[config.mk]
export PLATFORM = sky130hd
export DESIGN_NAME = mlac_ram
export DESIGN_NICKNAME = d
export VERILOG_FILES = /design/src/sv/mlac_ram.sv
export SDC_FILE = /design/constraint.sdc
export NUM_CORES = 1
export LEC_CHECK = 0
export BUFFER_PORTS_ARGS = -buffer_cell sky130_fd_sc_hd__buf_2
export CAP_MARGIN = 40
export CORE_MARGIN = 8
export CORE_UTILIZATION = 47
export CTS_CLUSTER_DIAMETER = 50
export DETAILED_ROUTE_END_ITERATION = 10
export SETUP_SLACK_MARGIN = 0.4
export SYNTH_ARGS = -nofsm -noshare
export SYNTH_HDL_FRONTEND = slang
export SYNTH_SLANG_ARGS = --single-unit
[constraint.sdc]
create_clock -name clock -period 2.4 [get_ports clock]
set_clock_uncertainty 0.05 [all_clocks]
set_input_delay 0.36 -clock clock [delete_from_list [all_inputs] [get_ports clock]]
set_output_delay 0.36 -clock clock [all_outputs]
set_load 0.02 [all_outputs]
[src/sv/mlac_ram.sv]
module mlac_ram #(
   parameter int WIDTH = 8,
   parameter int DEPTH = 16
) (
   input  logic                                     clock,
   input  logic                                     wr_en,
   input  logic [((DEPTH > 1) ? $clog2(DEPTH) : 1)-1:0] wr_addr,
   input  logic [WIDTH-1:0]                         wr_data,
   input  logic                                     rd_en,
   input  logic [((DEPTH > 1) ? $clog2(DEPTH) : 1)-1:0] rd_addr,
   output logic [WIDTH-1:0]                         rd_data
);
   logic [WIDTH-1:0] mem_ff [DEPTH];
   logic [WIDTH-1:0] rd_data_ff;

   always_ff @(posedge clock) begin
      if (wr_en) begin
         mem_ff[wr_addr] <= wr_data;
      end
      if (rd_en) begin
         rd_data_ff <= mem_ff[rd_addr];
      end
   end

   assign rd_data = rd_data_ff;
endmodule

Yosys cells after proc, flatten, opt, wreduce, memory -nomap -nowiden
Memories as Yosys holds them, arrays and structs flattened. A register that Yosys moved wholly into a read port is not among the register bits.
Index checks and enable logic that the tools add are counted.
W data, S select, Z words.
{ "totals": {"regBits": 0, "ramBits": 128, "out_inout_bits": 8, "word_cells": 3, "mem_count": 1} }
{ "mem_list": {"columns": ["memory", "depth", "word_bits", "rd", "rd_ports_with_merged_regs", "wr", "line", "text"], "rows": [
  ["mem_ff", 16, 8, 1, 1, 1, "13", "logic [WIDTH-1:0] mem_ff [DEPTH];"]
]} }
{ "op_classes": {"muxes": 2} }
{ "op_table": {"columns": ["operator", "count"], "rows": [
  ["$mux W1", 2]
]} }

Longest topological paths before layout
{ "depth": {"ltp_word": 2, "ltp_mapped": 5} }

Worst setup path before layout
Ideal clock, no wire load.
{ "synth_timing": {"path_kind": "in2reg", "start": "in wr_addr[2] (netlist bit)", "end": "mem mem_ff[0][0] (enable)", "setup_time_ns": 0.383, "t_arrival_ns": 1.470, "setup_slack_ns": 0.497, "stages": 2, "path_buffers": 0, "cell_sequence": "or3b_2 > nor3_1"} }
{ "synth_lines": {"columns": ["item", "line", "text"], "rows": [
  ["from (decl)", "7", "input logic [((DEPTH > 1) ? $clog2(DEPTH) : 1)-1:0] wr_addr,"],
  ["to (decl)", "13", null]
]} }
No word-level cell before the write port.

==> key figures <==
Logic synthesis
  • Share of the yosys chip area belonging to registers: 0.7812
  • Mux cell area share after synthesis: 0.1479
  • XOR/XNOR share of the synthesized area: 0
  • Netlist cell types: 18
  • Largest family of logic cells by synthesized area: multiplexers
  • Synth Area in Compound Gates: 0.02298
  • Post-Syn Area: 0.005228 sq mm
  • Post-synthesis adder-cell area fraction: 0
  • Yosys reg bits: around 140
  • Syn Inst Count: about 230
  • Post-Synth Simple-Gate Area: 0.03135
  • Yosys warnings: 0
  • Area leader, netlist: edfxtp_1
  • Area fraction of the dominant cell type after synthesis: 0.7812
  • Main area contributors after synthesis: edfxtp_1 78%, mux4_2 7.8%, mux4_1 7.0%
  • Net Count, Synth: 248
  • Avg Inst Size Synth: approximately 23 sq um

GRT
  • Total track usage: 0.1497
  • Antenna violations before repair: 0
  • Vias in the first global route: roughly 2600
  • Total grt overflow: 0
  • Largest net degree at the start of global routing: 33
  • First-pass GRT wire length: 15510 um

Clocking
  • Clock net sink count: 136
  • CTS buffer count: 17
  • Setup bufs post-CTS: 0
  • CTS H-tree lvls: 4
  • Clk Latency, worst-skew pair: 500 ps
  • CTS tree: yes
  • Root Buffer: clkbuf_8
  • Hold Buf Count CTS: 0
  • Clk slew on worst S/H paths: 60 ps
  • CTS resizes: 0
  • Clk buf depth: 2

Floorplan
  • Core footprint: roughly 0.011 sq mm
  • Initial core utilization: 0.4822
  • Die H: 121.5 um
  • Die width: roughly 120 um
  • Die area: 0.01475 sq mm
  • I/O pins: 27
  • Row count: 38

Setup path
  • Crit-path max FO: 1
  • Critical Path Start Type: register
  • Cells on worst reg2reg path: 3
  • R2R Path Start: mem_ff[1][3]$_DFFE_PP_
  • Setup CP Type: register to register
  • Worst path required time: 2600 ps
  • RR Endpoint: rd_data[3]$_DFFE_PP_
  • Setup slack, reg-to-reg: between 800 and 900 ps
  • CP Capture Type: register
  • Worst Path Arrival: 1740 ps

Power and ir drop
  • Leakage: about 2.1 nW
  • Peak supply drop: 424.1 uV
  • Pwr dens: 875.5 mW/mm^2

Timing
  • Fin crit period: ~1500 ps
  • RSZ-0062 raised after global routing: false
  • Fin. Hold Viols: 0
  • Peak Freq: 646.9 MHz
  • Post-route setup TNS: 0 ps
  • Final Slew Violations: 0
  • Worst slew margin: 0.5020
  • Final period util: 0.6441
  • Actual slew at the worst max-slew pin: between 700 and 800 ps
  • Setup-failing EPs final: 0
  • Post-route setup slack: about 850 ps

Route
  • Antenna-violating nets left: 0
  • DRC violations left: 0
  • Via count: ~2400
  • Drt first pass iters: 4
  • Number of vias per cell: between 5 and 6
  • Starting DRT DRC Count: 200
  • Mean routed wirelength per cell: 23.25 um
  • Final wirelength: between 10000 and 15000 um

Finish
  • Area grow syn2layout: 18.81%
  • Final instance area: 0.006211 sq mm
  • NumNets Final: 303
  • ANT cells: 0
  • Share of cells above drive strength 1: 0.3131

Placement
  • Input/output buffers: 26
  • Gpl congestion: 0.7302
  • Setup WS pre-CTS: 427.2 ps
  • Hpwl dp: 6350 um
  • Placed Area: approximately 0.0056 sq mm

Min path
  • Hold Path Stages: 1
  • Hold Path Sink: mem_ff[6][6]$_DFFE_PP_
  • Worst Hold Class: primary input to register
  • Hold path startpoint: wr_data[6]

Run
  • Maxcap violations: 0

Status
  • Status: completed
-- power by group --
group	switching [W]	leakage, nW	total [W]	internal (W)
clock network	0.000916	0.269	0.00249	0.00157
logic	0.000150	0.593	0.000258	0.000108
registers	0.0000150	1.24	0.00269	0.00268
-- layer usage --
metal / share of wire / GRT usage / wire length (um) / vias to the layer above
met5: 0 / 0 / 0 / -
met4: 0.014 / 0.06785 / 139 / 0
met3: 0.041 / 0.03350 / 416 / 10
met2: 0.48 / 0.2247 / 4883 / 50
met1: 0.46 / 0.2046 / 4723 / 1271
li1: - / - / - / 1091
-- through the flow --
stage / power, W / cells / utilization / hold WS (ps)
floorplan: 0.002886 / 229 / - / 408.9
global placement: 0.003001 / 405 / 0.5197 / 685.1
detailed placement: 0.003007 / 405 / 0.5197 / 706.0
CTS: 0.005485 / 437 / 0.5729 / 172.8
global route: 0.005610 / 437 / 0.5729 / 175.2
finish: 0.005438 / 437 / 0.5729 / 191.6
-- critical path, stage by stage, from the launching register on --
cell and delay [ps]:
edfxtp_1 370, mux4_1 500, a22oi_1 290, nand2_1 90
-- cells in the final DEF, fill, tap and decap left out, types with 4 or more instances in the layout --
master,synthesis,layout
a22oi_1,16,16
buf_2,3,26
buf_4,1,17
clkbuf_16,0,16
clkinvlp_4,0,4
edfxtp_1,136,136
mux4_1,14,14
mux4_2,18,18
nand2_1,9,9
nor2_1,13,13
nor3_1,4,4
-- worst max-delay path by stage --
stage,slack [ps],end,start
after floorplan,500,mem_ff[0][0]$_DFFE_PP_,wr_addr[2]
after global placement,420,rd_data[0]$_DFFE_PP_,rd_addr[0]
after detailed placement,430,rd_data[0]$_DFFE_PP_,rd_addr[0]
after CTS,830,rd_data[6],rd_data[6]$_DFFE_PP_
after global routing,790,rd_data[0]$_DFFE_PP_,mem_ff[0][0]$_DFFE_PP_
final,850,rd_data[3]$_DFFE_PP_,mem_ff[1][3]$_DFFE_PP_
-- cell usage after synthesis --
cell type,count
and2_1,1
mux4_1,14
nand3b_1,2
mux4_2,18
nand3_1,1
and2b_1,1
nor2b_1,1
edfxtp_1,136
nor3_1,4
or3b_2,1
buf_6,3
buf_2,3
a22oi_1,16
clkdlybuf4s25_2,3
nand2b_1,2
nor2_1,13
nand2_1,9
buf_4,1
-- cell type report --
type / count / area, sq um
clock buffer: 19 / 421.7
clock inverter: 13 / 155.1
fill: 817 / 4629
multi-input combinational: 83 / 1057
sequential: 136 / 4084
tap: 140 / 175.2
timing repair buffer: 46 / 317.8
-- cell families (layout without fill, tap and decap cells) --
family                 Yosys count  in the layout
buffers and inverters           10             78
AO/OA/AOI/OAI                   16             16
multiplexers                    32             32
flip-flops                     136            136
AND/OR/NAND/NOR                 35             35
-- flip-flops by register name (all words and copies together) (netlist names) --
register and flops:
mem_ff 128, rd_data 8
Note: power is estimated with default switching activity, not from simulation.
