==> src/sv/mlac_pkg.sv <==
package mlac_pkg;

   localparam int CHANNELS_DEF = 16;
   localparam logic [31:0] LIMIT_OFF = 32'hFFFF_FFFF;
   // event queue depth, kept a power of two so the pointers wrap on their own
   localparam int EVQ_DEPTH = 4;

   localparam logic ALARM_OVER  = 1'b0;
   localparam logic ALARM_UNDER = 1'b1;

   typedef struct packed {
      logic [3:0]  channel;
      logic [31:0] sample_value;
      logic [31:0] over_limit;
      logic [30:0] over_margin;
      logic [31:0] under_limit;
      logic [30:0] under_margin;
      logic [6:0]  confirm_count;
   } req_payload_type;

   typedef struct packed {
      logic [3:0] event_channel;
      logic       alarm_kind;
      logic       raised;
      logic       last_event;
   } rsp_payload_type;

   typedef struct packed {
      logic [7:0] count;
      logic       active;
   } alarm_state_type;

   localparam int ALARM_W = $bits(alarm_state_type);

   typedef struct packed {
      alarm_state_type over;
      alarm_state_type under;
   } entry_type;

   localparam int ENTRY_W = $bits(entry_type);

   typedef struct packed {
      logic                  wr;
      entry_type             entry;
      logic [1:0]            beats;
      rsp_payload_type [1:0] beat;
   } update_type;

endpackage

==> src/sv/mlac_update.sv <==
module mlac_update import mlac_pkg::*; (
   input  logic            enable,
   input  logic            in_range,
   input  req_payload_type req,
   input  entry_type       cur,
   output update_type      upd
);
   function automatic logic [ALARM_W:0] alarm_step(
      input alarm_state_type st,
      input logic            beyond,
      input logic            in_margin,
      input logic [6:0]      cc
   );
      alarm_state_type nx;
      logic            ev;
      logic [7:0]      up;
      logic [7:0]      down;
      up   = {1'b0, cc};
      down = 8'd0 - up;
      nx   = st;
      ev   = 1'b0;
      if (!st.active) begin
         if (beyond) begin
            nx.count = st.count + 8'd1;
            if (nx.count == up) begin
               nx.active = 1'b1;
               ev = 1'b1;
            end
         end else begin
            nx.count = '0;
         end
      end else begin
         if (in_margin) begin
            nx.count = st.count - 8'd1;
            if (nx.count == down) begin
               nx.active = 1'b0;
               ev = 1'b1;
            end
         end else begin
            nx.count = '0;
         end
      end
      return {ev, nx};
   endfunction

   logic              go;
   logic              over_on;
   logic              under_on;
   logic [31:0]       over_diff;
   logic [31:0]       under_diff;
   logic              over_beyond;
   logic              under_beyond;
   logic              over_inside;
   logic              under_inside;
   logic [ALARM_W:0]  over_res;
   logic [ALARM_W:0]  under_res;
   alarm_state_type   over_next;
   alarm_state_type   under_next;
   logic              ev_over;
   logic              ev_under;
   rsp_payload_type   over_beat;
   rsp_payload_type   under_beat;

   assign go       = enable && in_range;
   assign over_on  = (req.over_limit != '0) && (req.over_limit != LIMIT_OFF);
   assign under_on = (req.under_limit != '0) && (req.under_limit != LIMIT_OFF);

   assign over_beyond  = req.sample_value >= req.over_limit;
   assign under_beyond = req.sample_value <= req.under_limit;
   // margin tests use the wrapped difference read as signed
   assign over_diff    = req.over_limit - req.sample_value;
   assign under_diff   = req.sample_value - req.under_limit;
   assign over_inside  = $signed(over_diff) >= $signed({1'b0, req.over_margin});
   assign under_inside = $signed(under_diff) >= $signed({1'b0, req.under_margin});

   assign over_res  = alarm_step(cur.over, over_beyond, over_inside, req.confirm_count);
   assign under_res = alarm_step(cur.under, under_beyond, under_inside, req.confirm_count);

   assign over_next  = (go && over_on) ? over_res[ALARM_W-1:0] : cur.over;
   assign under_next = (go && under_on) ? under_res[ALARM_W-1:0] : cur.under;
   assign ev_over    = go && over_on && over_res[ALARM_W];
   assign ev_under   = go && under_on && under_res[ALARM_W];

   assign over_beat  = '{event_channel: req.channel, alarm_kind: ALARM_OVER,
                         raised: over_next.active, last_event: !ev_under};
   assign under_beat = '{event_channel: req.channel, alarm_kind: ALARM_UNDER,
                         raised: under_next.active, last_event: 1'b1};

   always_comb begin
      upd.wr          = go && (over_on || under_on);
      upd.entry.over  = over_next;
      upd.entry.under = under_next;
      upd.beats       = 2'(ev_over) + 2'(ev_under);
      upd.beat[0]     = ev_over ? over_beat : under_beat;
      upd.beat[1]     = under_beat;
   end
endmodule

==> config.mk <==
export PLATFORM = sky130hd
export DESIGN_NAME = mlac_update
export DESIGN_NICKNAME = d
export VERILOG_FILES = /design/src/sv/mlac_pkg.sv /design/src/sv/mlac_update.sv
export SDC_FILE = /design/constraint.sdc
export NUM_CORES = 1
export LEC_CHECK = 0
export BUFFER_PORTS_ARGS = -buffer_cell sky130_fd_sc_hd__buf_2
export CAP_MARGIN = 20
export CORE_ASPECT_RATIO = 1.1
export CORE_MARGIN = 5
export CORE_UTILIZATION = 40
export DETAILED_ROUTE_END_ITERATION = 10
export PLACE_DENSITY = 0.73
export SLEW_MARGIN = 0
export SYNTH_ARGS = -nofsm -noshare
export SYNTH_HDL_FRONTEND = slang
export SYNTH_SLANG_ARGS = --single-unit
==> constraint.sdc <==
create_clock -name vclk -period 10.3
set_input_delay 0 -clock vclk [all_inputs]
set_output_delay 0 -clock vclk [all_outputs]
set_load 0.02 [all_outputs]
Word level (Yosys, flattened, before mapping)

Index checks and enable logic that the tools add are counted.

Bits in registers: 0
Input bits: 189
Output and inout port bits: 35
Word-level logic and storage cells: 53

Add/subtract/negate cells: 8
Magnitude comparators: 4
Eq/ne operators: 6
Muxes and demuxes: 23
Reductions and logical operators: 12

Operator list:

| cell                                             | number |
|---|---|
| >= comparator 32 bit                             | 3 |
| != test 32 bit, second input constant            | 2 |
| nonzero test 32 bit                              | 2 |
| subtractor 32 bit                                | 2 |
| 2-to-1 mux 9 bit                                 | 4 |
| less-or-equal comparator 32 bit                  | 1 |
| 2-to-1 mux 8 bit                                 | 4 |
| adder 8 x 1 -> 8 bit, second input constant      | 2 |
| equality test 8 x 7 -> 1 bit                     | 2 |
| equality test 8 bit                              | 2 |
| subtractor 8 x 1 -> 8 bit, second input constant | 2 |
| 2-to-1 mux 1 bit                                 | 14 |
| logical AND 1 bit                                | 8 |
| subtractor 1 x 7 -> 8 bit, first input constant  | 1 |
| 2-to-1 mux 3 bit                                 | 1 |
| adder 1 x 1 -> 2 bit                             | 1 |
| logical NOT 1 bit                                | 1 |
| logical OR 1 bit                                 | 1 |

Depth between registers and ports, before layout

Depth after elaboration: 8
Depth in mapped cells: 24
Depth with buffers taken out: 24

Worst setup path after synthesis

Ideal clock, no wire load.

Path type: input -> output
Start: input port req[59] in the netlist's numbering
End: output port upd[14] in the netlist's numbering
Arrival time: 4.383 ns
Data required time: 10.300 ns
Slack: 5.917 ns
Cell stages on the path: 20
Buffers on the path: 1
Cell sequence: inv_1 ha_1 a21o_1 a221oi_4 inv_2 a221oi_2 o21ai_1 o31ai_1 a21oi_1 o311ai_0 ha_1 a2111o_1 a2111oi_0 and2_1 a211oi_1 and4_4 buf_6 o21a_4 a21o_2 ha_1

RTL lines:

| item               | RTL line         | source |
|---|---|---|
| start: declaration | mlac_update.sv:4 | `input req_payload_type req,` |
| end: declaration   | mlac_update.sv:6 | `output update_type upd` |

==> results by group <==
Yosys
  – Post-synthesis sequential area ratio: 0%
  – Cell count after synthesis: 1040
  – Mapped Area: 7090 µm²
  – Synth top area share: 23.5%
  – Synth Area in Simple Gates: 24.3%
  – Post-synthesis mux area share: 0%
  – Synth cell types: 79
  – Synth warn: 0
  – Synth Area in Compound Gates: 28.7%
  – Post-synth top area cell: ha_1
  – Synth Area per Inst: 6.82 µm²
  – Adder-cell share of the synthesized area: 24.0%
  – Most common cell in the netlist: inv_1
  – Dominant combinational cell family by area after synthesis: compound AO/OA/AOI/OAI gates
  – Area contributors post-synth: ha_1 (23%), xnor2_1 (9.6%), inv_1 (8.1%)
  – Post-Synth XOR/XNOR Area: 12.1%
  – Commonest cells in the netlist: inv_1 (154), ha_1 (133), xnor2_1 (78), a21oi_1 (73), nand2_1 (59)

Setup path
  – Delay-heaviest family, CP: compound AO/OA/AOI/OAI gates
  – Worst-path fanout max: 10
  – Setup CP Type: input pin to output pin
  – Worst-path cell chain: buf_2 -> inv_1 -> ha_1 -> nor2b_1 -> o31ai_1 -> a21oi_2 -> o21ai_1 -> o21ai_0 -> o21a_1 -> o31a_1 -> o41ai_1 -> xnor2_1 -> ha_1 -> nand4_1 -> nor3_1 -> o211ai_1 -> a21oi_1 -> o21ai_0 -> a32oi_1 -> nand2_1 -> or2_2 -> o21ai_0 -> ha_1 -> buf_2
  – Critical Path Sink Type: output pin
  – Worst Path Buf+Inv: 3
  – Crit-path slowest cell: o31ai_1
  – CP Data Required Time: 10300 ps
  – CP Launch Type: input pin
  – Crit path arrival time: 5300 ps
  – Slowest stage delay, CP: 390 ps

Drt
  – Antenna viol nets, final: 0
  – 1st-pass router iterations: 5
  – Starting DRT DRC Count: 616
  – Vias per inst: 5.49
  – Drc violations: 0
  – Wire per inst: 16.7 µm
  – Vias: 8048
  – DRT Wirelength: 24400 µm

STA
  – Setup TNS: 0 ps
  – Slew HR: 48.9%
  – RSZ-0062 raised after global routing: false
  – Final min period: 5300 ps
  – Final setup viols: 0
  – Hold slack: 0.0136 ps
  – Period utilization: 51.5%
  – Worst-margin pin slew: 766 ps
  – Final Slew Violations: 0
  – Final Hold Vio Count: 0
  – Fmax: 189 MHz

Pwr
  – Clk pwr share: 0%
  – Sw frac: 56.6%
  – P_int: 0.000223 W
  – Power, Total: 0.000514 W
  – Comb pwr share: 100.0%
  – Leak pwr: 4.34 nW
  – VDD IR max: 18.8 µV
  – Pwr Density: 61.9 nW/µm²
  – Psw: 0.000291 W
  – Power share of the sequential group: 0%

Layout
  – FF/Latch Area: 0 µm²
  – Share of layout cells above drive strength 1: 19.6%
  – Fill cells: 1849
  – Sequential cell count: 0
  – Clock buffers: 0
  – Area growth from synthesis to layout: 17.1%
  – Total Nets Final: 1544

GRT
  – GRT Resource Usage Total: 22.5%
  – GRT overflow: 0
  – Pin count of the biggest net entering global routing: 24
  – Wire length of the first global-routing pass: 37800 µm
  – Number of global-route vias before repair: 7547
  – Initial antenna violation count: 8

Run status
  – Status: finished, final reports clean

Place
  – Buffers on Ports: 210
  – Dpl hpwl: 21600 µm
  – Placer Congestion: 1.06

CTS
  – Setup repair bufs after CTS: 0
  – Post-CTS sizing: 0
  – Hold Buf Count CTS: 0

Flow run
  – Maxcap violations: 0

Floorplan
  – # IOs: 224
  – Core box area: 17500 µm²
  – Starting Density: 40.4%
  – Die H: 150 µm
  – Row count: 51
  – Chip Width: 137 µm
  – Die ar.: 20500 µm²

Hold path
  – Worst Hold Class: input pin to output pin
-- placed cells by master, fill, tap and decap left out, types with 4 or more instances in the layout --
cell,n
a211oi_1,12
nand3_1,29
nand3b_1,4
nor2b_1,15
diode_2,11
o21a_1,26
buf_2,210
a31oi_1,6
o21ai_1,5
and3_1,14
a2111oi_0,4
nor4_1,29
xnor2_1,78
o21bai_1,9
a21o_1,43
and4_1,4
nand2b_1,15
o22ai_1,4
a211o_1,8
nand2_1,59
nor3_1,26
or3_1,9
nor2_1,56
nand4_1,41
o211ai_1,4
inv_1,154
o31ai_1,11
ha_1,133
o21ai_0,41
xor2_1,20
and2_1,8
a21oi_1,73
-- power by group through the flow --
| stage | registers, W | clock network [W] | logic [W] |
|---|---|---|---|
| after detailed placement | 0 | 0 | 0.000507 |
| after CTS | 0 | 0 | 0.000510 |
| after floorplan | 0 | 0 | 0.000369 |
| after global placement | 0 | 0 | 0.000499 |
| after global routing | 0 | 0.000000000117 | 0.000576 |
| final | 0 | 0.000000000143 | 0.000514 |
-- cell families after synthesis --
family,Yosys count
other,1
adder cells (fa/ha/maj),135
buffers and inverters,190
XOR/XNOR,98
AND/OR/NAND/NOR,323
AO/OA/AOI/OAI,293
-- stage by stage --
step                cell area, µm²  utilization (%)  cells  setup slack, ps
CTS                           8280             47.2   1456             5040
finish                        8300             47.3   1467             5000
global route                  8300             47.3   1465             4410
floorplan                     7100                -   1041             5920
global placement              8280             47.2   1456             5180
detailed placement            8280             47.2   1456             5070
-- path summary, 6_finish.rpt --
path	from	endpoint	slack, ps	cells after the start
worst max-delay path	req[134]	upd[14]	5000	24
worst min-delay path	req[167]	upd[5]	0.01	0
-- routing by layer --
metal	global-route usage, %	wire length (µm)	vias up	part of all wire [%]
li1	-	-	4123	-
met1	30.2	10700	3615	44
met2	38.5	11700	272	48
met3	1.01	1290	38	5.3
met4	7.24	811	0	3.3
met5	0	0	-	0
-- cell type report --
class / instances / area [µm²] / area share [%]
Multi-Input combinational cell: 851 / 6330 / 76.2
Timing Repair Buffer: 212 / 1070 / 12.8
Inverter: 155 / 582 / 7.01
Tap cell: 238 / 298 / 3.59
Antenna cell: 11 / 27.5 / 0.331
Power figures use the tool's default switching activity.
