### src/sv/mlac_pkg.sv
package mlac_pkg;

   localparam int CHANNELS_DEF = 16;
   localparam logic [31:0] LIMIT_OFF = 32'hFFFF_FFFF;
   // event queue depth, kept a power of two so the pointers wrap on their own
   localparam int EVQ_DEPTH = 4;

   localparam logic ALARM_OVER  = 1'b0;
   localparam logic ALARM_UNDER = 1'b1;

   typedef struct packed {
      logic [3:0]  channel;
      logic [31:0] sample_value;
      logic [31:0] over_limit;
      logic [30:0] over_margin;
      logic [31:0] under_limit;
      logic [30:0] under_margin;
      logic [6:0]  confirm_count;
   } req_payload_type;

   typedef struct packed {
      logic [3:0] event_channel;
      logic       alarm_kind;
      logic       raised;
      logic       last_event;
   } rsp_payload_type;

   typedef struct packed {
      logic [7:0] count;
      logic       active;
   } alarm_state_type;

   localparam int ALARM_W = $bits(alarm_state_type);

   typedef struct packed {
      alarm_state_type over;
      alarm_state_type under;
   } entry_type;

   localparam int ENTRY_W = $bits(entry_type);

   typedef struct packed {
      logic                  wr;
      entry_type             entry;
      logic [1:0]            beats;
      rsp_payload_type [1:0] beat;
   } update_type;

endpackage

### src/sv/mlac_chan_if.sv
interface mlac_chan_if #(
   parameter type payload_type = logic
);
   logic        valid;
   logic        ready;
   payload_type payload;

   modport source (output valid, output payload, input ready);
   modport sink (input valid, input payload, output ready);
endinterface

### src/sv/mlac_evq.sv
module mlac_evq import mlac_pkg::*; (
   input  logic                            clock,
   input  logic                            reset,
   input  logic [1:0]                      push_n,
   input  rsp_payload_type [1:0]           push_beat,
   output logic [$clog2(EVQ_DEPTH):0]      used,
   mlac_chan_if.source                     rsp_if
);
   localparam int PW = $clog2(EVQ_DEPTH);
   localparam int CW = PW + 1;

   rsp_payload_type mem_ff [EVQ_DEPTH];
   logic [PW-1:0]   rd_ptr_ff, rd_ptr_in;
   logic [PW-1:0]   wr_ptr_ff, wr_ptr_in;
   logic [CW-1:0]   used_ff, used_in;
   logic [PW-1:0]   wr_ptr_next;
   logic            pop;

   assign pop         = rsp_if.valid && rsp_if.ready;
   assign wr_ptr_next = wr_ptr_ff + PW'(1);

   always_comb begin
      rd_ptr_in = pop ? rd_ptr_ff + PW'(1) : rd_ptr_ff;
      wr_ptr_in = wr_ptr_ff + PW'(push_n);
      used_in   = used_ff + CW'(push_n) - CW'(pop);
   end

   always_ff @(posedge clock) begin
      if (reset) begin
         rd_ptr_ff <= '0;
         wr_ptr_ff <= '0;
         used_ff   <= '0;
      end else begin
         rd_ptr_ff <= rd_ptr_in;
         wr_ptr_ff <= wr_ptr_in;
         used_ff   <= used_in;
      end
   end

   always_ff @(posedge clock) begin
      if (push_n != 2'd0) begin
         mem_ff[wr_ptr_ff] <= push_beat[0];
      end
      if (push_n == 2'd2) begin
         mem_ff[wr_ptr_next] <= push_beat[1];
      end
   end

   assign used           = used_ff;
   assign rsp_if.valid   = used_ff != '0;
   assign rsp_if.payload = mem_ff[rd_ptr_ff];
endmodule

### src/flat_wrapper.sv
// flat-port wrapper written by rule: the top's interface ports become plain ports
module mlac_evq_flat import mlac_pkg::*;
  (clock, reset, push_n, push_beat, used, rsp_if_valid, rsp_if_payload, rsp_if_ready);
  mlac_chan_if rsp_if_i ();
  input  logic clock;
  input  logic reset;
  input  logic [1:0] push_n;
  input  rsp_payload_type [1:0] push_beat;
  output logic [$clog2(EVQ_DEPTH):0] used;
  output wire logic [$bits(rsp_if_i.valid)-1:0] rsp_if_valid;
  output wire logic [$bits(rsp_if_i.payload)-1:0] rsp_if_payload;
  input wire logic [$bits(rsp_if_i.ready)-1:0] rsp_if_ready;
  assign rsp_if_valid = rsp_if_i.valid;
  assign rsp_if_payload = rsp_if_i.payload;
  assign rsp_if_i.ready = rsp_if_ready;
  mlac_evq u_core (.clock(clock), .reset(reset), .push_n(push_n), .push_beat(push_beat), .used(used), .rsp_if(rsp_if_i));
endmodule
### config.mk
export PLATFORM = sky130hd
export DESIGN_NAME = mlac_evq_flat
export DESIGN_NICKNAME = d
export VERILOG_FILES = /design/src/sv/mlac_pkg.sv /design/src/sv/mlac_chan_if.sv /design/src/sv/mlac_evq.sv /design/src/flat_wrapper.sv
export SDC_FILE = /design/constraint.sdc
export NUM_CORES = 1
export LEC_CHECK = 0
export ABC_CLOCK_PERIOD_IN_PS = 4600
export BUFFER_PORTS_ARGS = -buffer_cell sky130_fd_sc_hd__buf_4
export CORE_UTILIZATION = 50
export CTS_CLUSTER_SIZE = 14
export DETAILED_ROUTE_END_ITERATION = 8
export GPL_ROUTABILITY_DRIVEN = 0
export PLACE_DENSITY_LB_ADDON = 0.1
export SYNTH_ARGS = -nofsm -noshare
export SYNTH_HDL_FRONTEND = slang
export SYNTH_SLANG_ARGS = --single-unit
export TNS_END_PERCENT = 50
### constraint.sdc
create_clock -name clock -period 4.6 [get_ports clock]
set_clock_uncertainty 0.05 [all_clocks]
set_input_delay 0.69 -clock clock [delete_from_list [all_inputs] [get_ports clock]]
set_output_delay 0.69 -clock clock [all_outputs]
set_load 0.01 [all_outputs]
### After elaboration in Yosys (flattened, before gate mapping)

Memory sizes are Yosys's and may differ from the RTL's. A register that Yosys moved wholly into a read port is not among the register bits.
Cells that the tools add are included.

| cells by class | value |
|---|---|
| $add $sub $neg | 5 |
| eq/ne operators | 1 |
| muxes and demuxes | 6 |
| reduce and logical (&&, ||, !) cells | 3 |

Operators by type and width:

| cell | number |
|---|---|
| adder 2 x 1 -> 2 bit (second input constant) | 2 |
| 2-to-1 mux 1 bit | 4 |
| 2-to-1 mux 2 bit | 2 |
| adder 3 x 2 -> 3 bit | 1 |
| nonzero test 3 bit | 1 |
| subtractor 3 x 1 -> 3 bit | 1 |
| adder 2 bit | 1 |
| == test 2 bit (second input constant) | 1 |
| nonzero test 2 bit | 1 |
| logical AND 1 bit | 1 |

| word-level totals | value |
|---|---|
| register bits | 7 |
| bits in writable memories | 28 |
| output and inout bits | 5 |
| word-level logic and storage cells | 19 |
| memories kept | 1 |

Memory list:

| name | depth | width | read ports | clocked after Yosys merged registers in | wr ports | line | RTL |
|---|---|---|---|---|---|---|---|
| u_core.mem_ff | 4 | 7 | 1 | 1 | 2 | mlac_evq.sv:12 | `rsp_payload_type mem_ff [EVQ_DEPTH];` |

### Logic depth before layout (Yosys ltp)

Gate-level depths: netlist of run 1.

| logic depth | value |
|---|---|
| depth after elaboration | 4 |
| mapped depth | 7 |
| gate-level depth less buffers | 7 |

### Worst setup path after synthesis of run 1

Ideal clock, no wire load.

| timing path | value |
|---|---|
| kind | input -> register |
| from | input port rsp_if_ready |
| to | register u_core.used_ff[2], in the netlist u_core.used[2] |
| arrival time | 1.835 ns |
| required time | 4.435 ns |
| path slack | 2.601 ns |
| stages on the path | 7 |
| path buffers | 0 |
| cell sequence | o31a_1 ha_1 inv_1 ha_1 fa_1 xnor2_1 nor2_1 |

| between the ends | value |
|---|---|
| cells in the longest elaborated chain, start to end | 2 |

Ends and longest elaborated chain:

| element | line | RTL |
|---|---|---|
| start, declared | flat_wrapper.sv:12 | `input wire logic [$bits(rsp_if_i.ready)-1:0] rsp_if_ready;` |
| logical AND 1 bit | mlac_evq.sv:19 | `assign pop = rsp_if.valid && rsp_if.ready;` |
| subtractor 3 x 1 -> 3 bit | mlac_evq.sv:25 | `used_in = used_ff + CW'(push_n) - CW'(pop);` |
| end signal, assigned | mlac_evq.sv:36 | `used_ff <= used_in;` |
| end, declared | mlac_evq.sv:15 | `logic [CW-1:0] used_ff, used_in;` |

No other way between the ends.
A chain may end at the register's enable or synchronous reset.

==> flow_summary.toml, run 1 <==
[status]
outcome = "finished, final reports clean"

[global_routing]
grt_overflow = 0
grt_use_total = 0.1681
grt_max_degree = 9
antenna_found_initial = 0
grt_pass1_vias = 380
grt_pass1_wl_um = 1552

[synth]
synth_area_per_cell_um2 = 10.98
synth_cell_types = 23
synth_warnings = 0
synth.top_cell.area_share = 0.2604
syn_nets = 87
synth_commonest_cells = "dfxtp_1 (9), nor2_1 (9), inv_1 (5)"
synth-edff-count = 4
ys.flop_type = "dfxtp_1"
async_reset_ff_frac = 0
synth_area_leader_cell = "dfxtp_1"
syn-instance-count = 63
yosysSeqAreaShare = 0.4340
syn_area_um2 = 691.9
ys_ff_latch = 13
netlist_top_cells_area = "dfxtp_1 (26%), edfxtp_1 (17%), ha_1 (7.2%), mux2_1 (6.5%), xnor2_1 (5.1%)"

[route]
vias = 445
detail_route.wl_per_cell_um = 10.82
drtPass1Iterations = 2
drt-initial-drc-count = 4
drc_errors = 0
routed_wl_um = 995
viasPerCell = 4.837
drtAntennaViolNets = 0

[sta]
worst_slew_pin_slew_ns = 0.2958
period_share = 0.4327
setup_viol = 0
fmax_ghz = 0.5024
maxSlewViolCount = 0
finalSetupTns_ns = 0
rsz0062_at_grt = "false"
timing.final.hold_violations = 0
layout_setup_ws_ns = 2.610
period_minus_slack_ns = 1.990
slew_headroom = 0.7997

[clocking]
cts_max_level = 1
cts_tree = "done"
postCtsHoldBufs = 0
clk_pin_slew_ns = 0.07
cts-root-buf = "clkbuf_4"
clock_path_buffers = 2
postCtsSetupRepairBufs = 0
insertion_delay_ns = 0.28
numCtsBuffers = 3
cts_resized = 0
clkSinkCount = 13

[final_layout]
final_layout_size_suffix_gt1_frac = 0.2468
syn_to_final_growth_pct = 16.82
diodes = 0
utilization = 0.6212
fillers = 115
layout.nets = 102

[hold_path]
hold-path-endpoint = "u_core.rd_ptr_ff[1]"
hold_path.class = "flop to flop"
min_from = "u_core.rd_ptr_ff[1]"
hold_depth = 2

[power_and_ir_drop]
p_leak_nw = 0.3509
total_power_w = 0.0004109
ir_drop_mv = 0.3550
p_per_area_nw_per_um2 = 508.4

[critical_path]
cp_max_fo = 1
ff2ff_setup_slack_ns = 2.66
reg2reg_to = "u_core.used[2]"
crit_arrival_ns = 1.25
worstPathRequired_ns = 3.86
end_kind = "primary output"
r2r-start = "u_core.used[1]"
rr_worst_depth = 7
crit_type = "flop to primary output"
start_kind = "flop"

[run]
drv_cap = 0

[floorplan]
dieHeight_um = 39.20
dieArea_um2 = 1537
fp-row-count = 13
die_w_um = 39.20
initial_core_util = 0.5317
num_io_pins = 24
core_um2 = 1301

[placed_design]
pre_cts_ws_ns = 2.405
post-dp-hpwl_um = 763.2
portBuffers = 11
[metrics by stage]
step / cells / cell area, µm² / hold slack, ns
CTS: 92 / 808.3 / 0.4857
global placement: 88 / 782.0 / 0.4648
floorplan: 63 / 691.9 / 0.4347
global route: 92 / 808.3 / 0.5193
detailed placement: 88 / 782.0 / 0.4623
finish: 92 / 808.3 / 0.4759
[worst max-delay path by stage]
stage / from / endpoint / slack, ns / depth (start not counted)
2_1_floorplan: rsp_if_ready / u_core.used[2] / 2.60 / 7
6_report: u_core.mem_ff[0][0] / rsp_if_payload / 2.61 / 2
3_3_place_gp: rsp_if_ready / u_core.used[2] / 2.43 / 8
4_1_cts: flop / rsp_if_payload / 2.58 / 2
5_1_grt: u_core.used[1] / u_core.used[2] / 2.52 / 7
3_5_place_dp: rsp_if_ready / u_core.used[2] / 2.40 / 8
[per-layer routing]
metal  up-vias  GRT usage  part of all wire
li1        244          -                 -
met1       190     0.2014              0.50
met2         9     0.2208              0.44
met3         2     0.1040             0.050
met4         0     0.1034            0.0070
met5         -          0                 0
[cell type report]
cell class                 count  area [µm²]  share of cell area
multi-input combinational     42       354.1              0.4381
timing repair buffer          11       82.58              0.1022
inverter                       7       26.28             0.03251
sequential                    13       300.3              0.3715
clock buffer                   4       26.28             0.03251
tap                           15       18.77             0.02322
[logic make-up after synthesis]
group / count (synthesis) / synth area share
buf+inv: 8 / 0.05426
mux: 8 / 0.1410
xor+xnor: 6 / 0.07595
flops: 13 / 0.4340
simple gates: 19 / 0.1429
compound gates: 4 / 0.05064
fa+ha+maj: 5 / 0.1013
[report_power, final]
group / total, W / switching (W) / internal [W]
logic: 0.000167 / 0.0000737 / 0.0000933
registers: 0.000174 / 0.0000251 / 0.000148
clock network: 0.0000703 / 0.0000367 / 0.0000336
[cell usage in the layout (no fill, tap or decap), types with 4 or more instances in the layout]
| master | netlist | routed |
|---|---|---|
| dfxtp_1 | 9 | 9 |
| edfxtp_1 | 4 | 4 |
| mux2_1 | 4 | 4 |
| nor2_1 | 9 | 9 |
| buf_4 | 0 | 11 |
| nor2b_1 | 4 | 4 |
| ha_1 | 4 | 4 |
| xnor2_1 | 4 | 4 |
| inv_1 | 5 | 5 |
[worst max-delay path: stages (launching register included)]
cell      delay [ns]
edfxtp_1        0.37
mux4_2          0.46
buf_4           0.15
Note: power is estimated with default switching activity, not from simulation.
==> inputs of run 2 (changes only) <==
ABC_CLOCK_PERIOD_IN_PS = 1800   (was 4600)
CORE_UTILIZATION = 42   (was 50)
clock period = 1.8 ns   (was 4.6 ns; I/O delays follow)
==> run 2 against run 1 <==
Effect of this change:
- the run now ends with setup timing left
- clock power is 150% higher
- sequential cell count is the same
- routed wire length is 19% higher
==> flow_summary.toml, run 2 (synthesis results as in run 1) <==
[status]
outcome = "finished, violations left"
violations = "setup timing"

[sta]
hold_ws_ns = 0.1642
setup_viol = 2
slew_headroom = 0.7896
worst_slew_pin_slew_ns = 0.3108
fmax_ghz = 0.5383
timing.final.hold_violations = 0
rsz0062_at_grt = "true"
layout_setup_ws_ns = -0.05759
period_share = 1.032
period_minus_slack_ns = 1.858
maxSlewViolCount = 0
finalSetupTns_ns = -0.06382

[final_layout]
multi_input_area_um2 = 366.6
syn_to_final_growth_pct = 24.77
fin_cells = 98
mostFrequentLayoutCells = "buf_4 (16), nor2_1 (9), dfxtp_1 (6)"
layout_commonest_cell = "buf_4"
fillers = 139
layout.nets = 107
final_layout_size_suffix_gt1_frac = 0.3659
seqCellArea_um2 = 304.0
diodes = 0

[global_routing]
grt_pass1_wl_um = 2070
grt_overflow = 0
grt_use_total = 0.1614
grt_max_degree = 9
antenna_found_initial = 0
grt_pass1_vias = 493

[critical_path]
critPathTopFamily = "adder cells"
crit_buf_inv = 1
cp_max_fo = 2
worstPathRequired_ns = 1.96
start_kind = "flop"
cp_slowest_stage_delay_ns = 0.52
critPathSlowestCell = "fa_2"
crit_arrival_ns = 2.02
crit_chain = "o31a_1 -> ha_1 -> inv_1 -> ha_2 -> fa_2 -> nor2b_1"
crit_type = "flop to flop"
end_kind = "flop"

[power_and_ir_drop]
ir_drop_mv = 0.7348
p_leak_nw = 0.3802
p_per_area_nw_per_um2 = 1353

[route]
routed_wl_um = 1180
vias = 482
drtPass1Iterations = 2
drtAntennaViolNets = 0
drt-initial-drc-count = 8
detail_route.wl_per_cell_um = 12.04
drc_errors = 0
viasPerCell = 4.918

[floorplan]
num_io_pins = 24
fp-row-count = 14
initial_core_util = 0.4540
core_um2 = 1524
die_w_um = 42.59
dieArea_um2 = 1814
dieHeight_um = 42.59

[clocking]
clock_path_buffers = 2
cts-root-buf = "clkbuf_4"
clkSinkCount = 13
numCtsBuffers = 3
cts_max_level = 1
insertion_delay_ns = 0.27
clk_pin_slew_ns = 0.07
cts_tree = "done"

[placed_design]
post-dp-hpwl_um = 854.4
portBuffers = 11
dp.cells = 93

[run]
drv_cap = 0

[hold_path]
hold_path.class = "input port to flop"
[run 2: layer usage]
layer  up-vias  track usage  part of all wire
met1       222       0.1848              0.47
met2         7       0.2615              0.48
met5         -            0                 0
li1        251            -                 -
met4         0      0.07500             0.011
met3         2      0.06466             0.036
[run 2: what timing repair did]
action,in CTS,in global routing
cloned,0,0
gates resized for setup,3,1
pin swaps,2,2
hold buffers,0,0
setup buffers,1,0
endpoints found under the setup margin,2,2
[run 2: area by class of cell]
| cell class | instances | area share |
|---|---|---|
| Clock buffer | 4 | 0.03043 |
| Inverter | 7 | 0.03043 |
| Sequential cell | 13 | 0.3522 |
| Multi-Input combinational cell | 42 | 0.4246 |
| Timing Repair Buffer | 16 | 0.1391 |
| Tap cell | 16 | 0.02319 |
[run 2: power breakdown]
group          switching [W]  total [W]  internal, W
Sequential         0.0000477   0.000433     0.000385
Clock              0.0000881   0.000174    0.0000859
Combinational       0.000238   0.000561     0.000323
Total               0.000374    0.00117     0.000794
[run 2: path summary, 6_finish.rpt]
kind,start,to,slack (ns),cells past startpoint
setup / recovery,u_core.used[0],u_core.used[1],-0.06,6
hold / removal,reset,u_core.used[1],0.16,2
setup reg to reg,u_core.used[0],u_core.used[1],-0.06,6
hold reg to reg,u_core.rd_ptr_ff[1],u_core.rd_ptr_ff[1],0.49,2
[run 2: through the flow]
stage	power [W]	utilization	cell area, µm²	setup WS, ns
after floorplan	0.0007461	-	694.4	-0.03474
after global placement	0.0009294	0.5353	815.8	-0.03167
after detailed placement	0.0009419	0.5353	815.8	-0.06148
after CTS	0.001147	0.5616	855.8	-0.03618
after global routing	0.001269	0.5665	863.3	-0.1150
final	0.001168	0.5665	863.3	-0.05759
